===== src/hdl/mpc_pkg.sv =====
// Shared types and constants for the media playback clock.
// Holds widths, command codes, rate limits and sequencer state types.
// No dependencies.
`default_nettype none

package mpc_pkg;

    localparam int MAG_W   = 64;
    localparam int HALF_W  = 32;
    localparam int SCALE_W = 40;
    localparam int FREQ_W  = 34;
    localparam int DEN_W   = FREQ_W + 16;
    localparam int PROD_W  = MAG_W + SCALE_W;
    localparam int MUL_W   = HALF_W + SCALE_W;
    localparam int CNT_W   = $clog2(PROD_W);
    localparam int RATE_W  = 20;
    localparam int REQ_W   = 24;
    localparam int CORR_W  = 41;
    localparam int LIM_W   = 40;
    localparam int CMD_W   = 3;

    localparam logic [CMD_W-1:0] CMD_QUERY      = 3'd0;
    localparam logic [CMD_W-1:0] CMD_RESET      = 3'd1;
    localparam logic [CMD_W-1:0] CMD_INVALIDATE = 3'd2;
    localparam logic [CMD_W-1:0] CMD_PAUSE      = 3'd3;
    localparam logic [CMD_W-1:0] CMD_RESUME     = 3'd4;
    localparam logic [CMD_W-1:0] CMD_SET_RATE   = 3'd5;
    localparam logic [CMD_W-1:0] CMD_CORRECT    = 3'd6;

    localparam logic [RATE_W-1:0]  RATE_ONE     = 20'd65536;
    localparam logic [RATE_W-1:0]  RATE_MIN     = 20'd6554;
    localparam logic [RATE_W-1:0]  RATE_MAX     = 20'd524288;
    localparam logic [RATE_W-1:0]  US_PER_SEC   = 20'd1000000;
    localparam logic [FREQ_W-1:0]  FREQ_DEFAULT = 34'd1000000;
    localparam logic [SCALE_W-1:0] SCALE_RESET  = 40'd65536000000;
    localparam logic [LIM_W-1:0]   LIM_MAX      = 40'hFF_FFFF_FFFF;
    localparam logic [MAG_W-1:0]   SIGN64       = 64'h8000_0000_0000_0000;
    localparam logic [MAG_W-1:0]   MAX64        = 64'h7FFF_FFFF_FFFF_FFFF;

    typedef enum logic [2:0] {
        SCL_IDLE,
        SCL_MUL_LO,
        SCL_MUL_HI,
        SCL_DIV,
        SCL_RND
    } scl_state_t;

    typedef enum logic [2:0] {
        ST_IDLE,
        ST_PREP,
        ST_LAUNCH,
        ST_WAIT,
        ST_POS,
        ST_CORR,
        ST_APPLY,
        ST_FIN
    } mpc_state_t;

    typedef struct packed {
        logic busy;
        logic done;
    } scl_stat_t;

endpackage

`default_nettype wire


===== src/hdl/mpc_scaler.sv =====
// Iterative scaling unit: elapsed ticks times rate scale, divided by the frequency shifted left by 16 bits.
// Partial-product multiply in low and high halves, bit-serial restoring divide, round and clamp.
// Depends on mpc_pkg.
`default_nettype none

module mpc_scaler (
    input  wire logic                          aclk,
    input  wire logic                          aresetn,
    input  wire logic                          start,
    input  wire logic [mpc_pkg::MAG_W-1:0]     mag,
    input  wire logic [mpc_pkg::SCALE_W-1:0]   scale,
    input  wire logic [mpc_pkg::FREQ_W-1:0]    freq,
    output mpc_pkg::scl_stat_t                 stat,
    output logic      [mpc_pkg::MAG_W-1:0]     quot
);

    mpc_pkg::scl_state_t state_reg, state_next;

    logic [mpc_pkg::MAG_W-1:0]   mag_reg;
    logic [mpc_pkg::SCALE_W-1:0] scale_reg;
    logic [mpc_pkg::DEN_W-1:0]   den_reg;
    logic [mpc_pkg::PROD_W-1:0]  prod_reg;
    logic [mpc_pkg::DEN_W-1:0]   rem_reg;
    logic [mpc_pkg::CNT_W-1:0]   cnt_reg;
    logic [mpc_pkg::MAG_W-1:0]   quot_reg;

    logic [mpc_pkg::HALF_W-1:0]  mul_a;
    logic [mpc_pkg::MUL_W-1:0]   mul_p;
    logic [mpc_pkg::DEN_W:0]     r_sh;
    logic [mpc_pkg::DEN_W:0]     r_diff;
    logic                        q_bit;
    logic                        rnd_up;
    logic [mpc_pkg::PROD_W:0]    q_rnd;
    logic                        q_sat;

    always_comb begin
        state_next = state_reg;
        unique case (state_reg)
            mpc_pkg::SCL_IDLE:   if (start) state_next = mpc_pkg::SCL_MUL_LO;
            mpc_pkg::SCL_MUL_LO: state_next = mpc_pkg::SCL_MUL_HI;
            mpc_pkg::SCL_MUL_HI: state_next = mpc_pkg::SCL_DIV;
            mpc_pkg::SCL_DIV: begin
                if (cnt_reg == mpc_pkg::CNT_W'(mpc_pkg::PROD_W - 1)) begin
                    state_next = mpc_pkg::SCL_RND;
                end
            end
            mpc_pkg::SCL_RND:    state_next = mpc_pkg::SCL_IDLE;
            default:             state_next = mpc_pkg::SCL_IDLE;
        endcase
    end

    always_comb begin
        stat.busy = (state_reg != mpc_pkg::SCL_IDLE);
        stat.done = (state_reg == mpc_pkg::SCL_RND);
    end

    assign quot = quot_reg;

    always_comb begin
        mul_a  = (state_reg == mpc_pkg::SCL_MUL_HI) ? mag_reg[mpc_pkg::MAG_W-1:mpc_pkg::HALF_W]
                                                    : mag_reg[mpc_pkg::HALF_W-1:0];
        mul_p  = mpc_pkg::MUL_W'(mul_a) * mpc_pkg::MUL_W'(scale_reg);
        r_sh   = {rem_reg, prod_reg[mpc_pkg::PROD_W-1]};
        q_bit  = (r_sh >= {1'b0, den_reg});
        r_diff = r_sh - {1'b0, den_reg};
        rnd_up = ({rem_reg, 1'b0} >= {1'b0, den_reg});
        q_rnd  = {1'b0, prod_reg} + (mpc_pkg::PROD_W + 1)'(rnd_up);
        q_sat  = (|q_rnd[mpc_pkg::PROD_W:mpc_pkg::MAG_W])
                 || (q_rnd[mpc_pkg::MAG_W-1:0] > mpc_pkg::SIGN64);
    end

    always_ff @(posedge aclk) begin
        if (!aresetn) begin
            state_reg <= mpc_pkg::SCL_IDLE;
            cnt_reg   <= '0;
        end else begin
            state_reg <= state_next;
            if (state_reg == mpc_pkg::SCL_MUL_HI) begin
                cnt_reg <= '0;
            end else if (state_reg == mpc_pkg::SCL_DIV) begin
                cnt_reg <= cnt_reg + mpc_pkg::CNT_W'(1);
            end
        end
    end

    always_ff @(posedge aclk) begin
        unique case (state_reg)
            mpc_pkg::SCL_IDLE: begin
                if (start) begin
                    mag_reg   <= mag;
                    scale_reg <= scale;
                    den_reg   <= {freq, {(mpc_pkg::DEN_W - mpc_pkg::FREQ_W){1'b0}}};
                end
            end
            mpc_pkg::SCL_MUL_LO: begin
                prod_reg <= mpc_pkg::PROD_W'(mul_p);
            end
            mpc_pkg::SCL_MUL_HI: begin
                prod_reg <= prod_reg + {mul_p, {mpc_pkg::HALF_W{1'b0}}};
                rem_reg  <= '0;
            end
            mpc_pkg::SCL_DIV: begin
                rem_reg  <= q_bit ? r_diff[mpc_pkg::DEN_W-1:0] : r_sh[mpc_pkg::DEN_W-1:0];
                prod_reg <= {prod_reg[mpc_pkg::PROD_W-2:0], q_bit};
            end
            mpc_pkg::SCL_RND: begin
                quot_reg <= q_sat ? mpc_pkg::SIGN64 : q_rnd[mpc_pkg::MAG_W-1:0];
            end
            default: begin
            end
        endcase
    end

endmodule

`default_nettype wire


===== config.mk =====
export PLATFORM = sky130hd
export DESIGN_NAME = mpc_scaler
export DESIGN_NICKNAME = d
export VERILOG_FILES = /design/src/hdl/mpc_pkg.sv /design/src/hdl/mpc_scaler.sv
export SDC_FILE = /design/constraint.sdc
export NUM_CORES = 2
export LEC_CHECK = 0
export BUFFER_PORTS_ARGS = -buffer_cell sky130_fd_sc_hd__buf_2
export CORE_ASPECT_RATIO = 1.75
export CORE_MARGIN = 4
export CORE_UTILIZATION = 50
export DETAILED_ROUTE_END_ITERATION = 7
export PLACE_DENSITY_LB_ADDON = 0.05
export SKIP_CTS_REPAIR_TIMING = 1
export SYNTH_ARGS = -nofsm -noshare
export SYNTH_HDL_FRONTEND = slang
export SYNTH_SLANG_ARGS = --single-unit

===== constraint.sdc =====
create_clock -name aclk -period 27.7 [get_ports aclk]
set_input_delay 2.77 -clock aclk [delete_from_list [all_inputs] [get_ports aclk]]
set_output_delay 2.77 -clock aclk [all_outputs]
set_load 0.005 [all_outputs]

* Word level (Yosys, flattened, before mapping) *
Index checks and enable logic that the tools add are counted.

storage, ports and cells
  input port bits = 141
  bits in registers = 366

cells by class
  multiplexer cells = 7
  bitwise gates (word level) = 1
  reduce and logical (&&, ||, !) cells = 9
  $mul = 1
  $lt $le $gt $ge = 3
  eq/ne operators = 7
  add/sub/neg operators = 4

operators by type and width
  cell                                           number
  case mux 104 bit (3 select lines)              1
  adder 104 x 1 -> 105 bit                       1
  adder 104 bit                                  1
  greater-or-equal comparator 51 x 50 -> 1 bit   2
  case mux 50 bit (2 select lines)               1
  multiplier 32 x 40 -> 72 bit                   1
  > comparator 64 bit, second input constant     1
  2-to-1 mux 50 bit                              1
  subtractor 50 bit                              1
  OR reduction 41 bit                            1
  2-to-1 mux 32 bit                              1
  case mux 3 bit (4 select lines)                1
  adder 7 x 1 -> 7 bit, second input constant    1
  == test 7 bit, second input constant           1
  == test 3 x 2 -> 1 bit, second input constant  2
  2-to-1 mux 3 bit                               2
  nonzero test 3 bit                             2
  != test 2 bit, second input constant           2
  AND reduction 2 bit                            2
  == test 3 x 1 -> 1 bit, second input constant  1
  == test 3 bit, second input constant           1
  logical NOT 3 bit                              1
  nonzero test 2 bit                             1
  OR reduction 2 bit                             1
  other kinds (2)                                2

* Logic depth before layout (Yosys ltp) *
  depth in word-level cells = 5
  depth in mapped cells = 49

* Least setup slack after synthesis *
OpenSTA, ideal clock, no wires.

  path kind = register -> register
  start point = reg state_reg[2]
  end point = reg prod_reg[100] in the netlist's numbering (data pin)
  stages on the path, launching flop included = 48
  arrival time = 10.466 ns
  path slack = 16.967 ns
  setup time = 0.267 ns
  clock period less this slack = 10.733 ns
  required time = 27.433 ns
  cell sequence = dfxtp_1 -> nand2b_1 -> inv_2 -> nand2_1 -> clkbuf_1 -> nand2_1 -> nand2_1 -> clkbuf_1 -> nand2_1 -> fa_1 -> inv_1 -> fa_1 -> inv_1 -> fa_1 -> fa_1 -> inv_1 -> fa_1 -> inv_1 -> [12 not listed] -> o31ai_1 -> a311oi_1 -> xnor2_1 -> ha_1 -> clkbuf_1 -> a21o_1 -> a21o_1 -> a21o_1 -> a21oi_1 -> o21bai_1 -> a41oi_1 -> o21ai_0 -> a311oi_1 -> nor2_1 -> a41o_1 -> a41oi_1 -> xor2_1 -> o21ai_0

between the ends
  cells in the longest elaborated chain, start to end = 5
  elaborated cells between the ends (all ways) = 7
  classes of those cells = add/sub (1); mul (1); eq/ne (3); mux (2)

RTL lines
  what                                   RTL line                            source
  start, declared                        mpc_scaler.sv:17                    mpc_pkg::scl_state_t state_reg, state_next;
  start signal, assigned                 mpc_scaler.sv:74                    state_reg <= mpc_pkg::SCL_IDLE;
  start signal, assigned                 mpc_scaler.sv:77                    state_reg <= state_next;
  == test 3 x 2 -> 1 bit                 mpc_scaler.sv:60, mpc_scaler.sv:87
  2-to-1 mux 32 bit                      mpc_scaler.sv:60                    mul_a = (state_reg == mpc_pkg::SCL_MUL_HI) ? mag_reg[mpc_pkg::MAG_W-1:mpc_pkg::HALF_W]
  multiplier 32 x 40 -> 72 bit           mpc_scaler.sv:62                    mul_p = mpc_pkg::MUL_W'(mul_a) * mpc_pkg::MUL_W'(scale_reg);
  adder 104 bit                          mpc_scaler.sv:99                    prod_reg <= prod_reg + {mul_p, {mpc_pkg::HALF_W{1'b0}}};
  case mux 104 bit (3 select lines) (*)  mpc_scaler.sv:87                    unique case (state_reg)
  end signal, assigned                   mpc_scaler.sv:96                    prod_reg <= mpc_pkg::PROD_W'(mul_p);
  end signal, assigned                   mpc_scaler.sv:99
  end signal, assigned                   mpc_scaler.sv:104                   prod_reg <= {prod_reg[mpc_pkg::PROD_W-2:0], q_bit};
  end, declared                          mpc_scaler.sv:22                    logic [mpc_pkg::PROD_W-1:0] prod_reg;

Mark *: on every way between the ends. The rest lies on a longest branch, timed or not.
A chain may end at the register's enable or synchronous reset.

* Worst setup path after layout *
  start point = reg state_reg[0]
  end point = reg prod_reg[103] in the netlist's numbering (data pin)

Same word-level chain as after synthesis.

==> flow_summary.json <==
{
  "drtIter0Drc": 3080,
  "rsz0062_at_grt": "false",
  "cts_sinks": 366,
  "largest_reg_flops": 104,
  "die_x_um": 277,
  "cap_violations": 0,
  "ys_types": 92,
  "async_reset_ff_share_pct": 0,
  "fin_crit_sh_pct": 49.2,
  "synth_top_area_cell": "fa_1",
  "synth_seq_area_share_pct": 17.2,
  "period_minus_slack_ns": 13.64,
  "synth_edf_count": 356,
  "gp_congestion": 0.942,
  "cts_tree": "yes",
  "grt_pass1_vias": 53600,
  "drv_slew": 0,
  "fin_nets": 8533,
  "synth_nets": 8573,
  "area_delta_synth_final_pct": 6.02,
  "crit_required_ns": 28.07,
  "drive_gt1_share_pct": 6.92,
  "synth_top_area_share_pct": 36.0,
  "worstSetupStartpoint": "state_reg[0]",
  "htreeDepth": 2,
  "drc": 0,
  "die_y_um": 479,
  "holdPathStages": 2,
  "syn_area_um2": 63300,
  "r2r_start": "state_reg[0]",
  "r2r_setup_slack_ns": 14.06,
  "fmax_ghz": 0.0733,
  "hold_end": "cnt_reg[1]",
  "finalHoldViolations": 0,
  "hp-class": "register to register",
  "grt_pass1_wl_mm": 325,
  "synthTopCellsByArea": "fa_1, edfxtp_1, ha_1",
  "setup.worst_path.class": "register to register",
  "cts_buffers": 40,
  "cp_max_fo": 65,
  "dieArea_um2": 133000,
  "vias": 48900,
  "clk_pin_slew_worst_paths_ns": 0.07,
  "io_buffers": 206,
  "start_util_pct": 50.4,
  "yosysWarnings": 0,
  "pin_count": 207,
  "relSlewSlack_pct": 16.9,
  "run_status": "finished clean",
  "reg2reg_depth": 41,
  "setup_tns_ns": 0,
  "hpwl_mm": 164,
  "slowest_delay_ns": 0.79,
  "core-area_um2": 126000,
  "cp_slowest_cell": "dfxtp_4",
  "grt_max_degree": 76,
  "clock_path_buffers": 3,
  "critical_path_arrival_ns": 14.01,
  "routedWlPerCell_um": 25.0,
  "setup_viol": 0,
  "skew_ns": 0.101,
  "ant_nets": 0,
  "syn_inst": 6914,
  "synthFlopType": "edfxtp_1",
  "end_kind": "register",
  "wl_mm": 215,
  "tightest_slew_ns": 1.23,
  "synth-seq-cells": 366,
  "crit_top_cell": "fa_1",
  "grt_antenna_before_repair": 10,
  "hold_start": "cnt_reg[1]",
  "cts_root_buffer": "clkbuf_16",
  "grt_use_total_pct": 32.5,
  "placementRows": 172,
  "timing.rr.end": "prod_reg[103]",
  "gr-total-overflow": 0,
  "clk_latency_ns": 0.66,
  "startpoint_type": "register",
  "avgSynthCellArea_um2": 9.16,
  "viasPerCell": 5.71,
  "first_pass_iters": 7
}
==> worst max-delay path, delay by kind of cell, from the launching register on <==
kind,cells,cell delay (ns)
adder cells (fa/ha/maj),10,5.04
flip-flops,1,0.79
AND/OR/NAND/NOR,6,0.80
AO/OA/AOI/OAI,16,4.14
buffers and inverters,7,1.91
XOR/XNOR,2,0.58
==> logic make-up (layout without fill, tap and decap cells) <==
family | after synthesis | in the layout | share of synthesized area (%)
and+or+nand+nor | 2411 | 2411 | 18.3
buffers and inverters | 1595 | 1587 | 9.57
adders and majority gates | 1518 | 1518 | 43.5
AOI/OAI and AO/OA | 747 | 747 | 7.59
DFF | 366 | 366 | 17.2
xor gates and xnor gates | 245 | 245 | 3.39
muxes | 32 | 32 | 0.508
other | 0 | 10 | 0
==> placed cells by master, fill, tap and decap left out, drive strengths merged, types with 31 or more instances in the layout <==
master,count
xnor2,156
and3,55
nand2,1151
and2,487
a21o,111
nand4,77
o21ai,146
mux2i,31
fa,1138
nor3,55
nor2,299
buf,301
edfxtp,356
o21bai,44
ha,380
inv,1219
nand3,110
a31oi,31
a21oi,224
nor2b,67
xor2,89
clkbuf,40
==> per-stage QoR <==
step	instances	utilization [%]	area, um^2	worst slack, ns	hold WS [ns]
floorplan	6914	-	63300	16.97	0.454
global placement	8485	52.3	65700	14.24	0.464
detailed placement	8485	52.3	65700	14.16	0.472
CTS	8559	53.4	67100	14.14	0.481
global route	8565	53.4	67100	13.48	0.534
finish	8569	53.4	67100	14.06	0.481
==> cell type report <==
cell class                 count  area, um^2
multi-input combinational   4953       46400
fill                       11900       58500
tap                         1653        2070
antenna                       10        25.0
inverter                    1212        4550
timing repair buffer         301        1740
sequential                   366       10900
clock inverter                34         420
clock buffer                  40        1000
==> worst max-delay path by stage <==
stage | to | slack, ns
global placement | prod_reg[103] | 14.24
global route | prod_reg[103] | 13.48
CTS | prod_reg[103] | 14.14
floorplan | prod_reg[100] | 16.97
finish | prod_reg[103] | 14.06
detailed placement | prod_reg[103] | 14.16
==> metal layers <==
metal  up-vias  track usage, %  routed length [um]  part of all wire (%)
li1      21500               -                   -                     -
met1     24800            34.3               71800                    33
met2      1891            60.1              113000                    53
met3       732            3.69               11000                   5.1
met4         0            22.9               18800                   8.8
met5         -               0                   0                     0
==> Yosys cell counts, types with 55 or more instances <==
master and n:
nand4_1 77, and3_1 55, a21oi_1 222, xor2_1 89, fa_1 1138, nand2_1 1150, inv_1 1211, clkbuf_1 344
nor2b_1 64, nand3_1 108, ha_1 380, a21o_1 111, and2_1 487, o21ai_0 140, xnor2_1 156, nor2_1 251
edfxtp_1 356
Power is not shown: default switching activity piles up to over one toggle a cycle in this logic, so the estimate is an artifact.
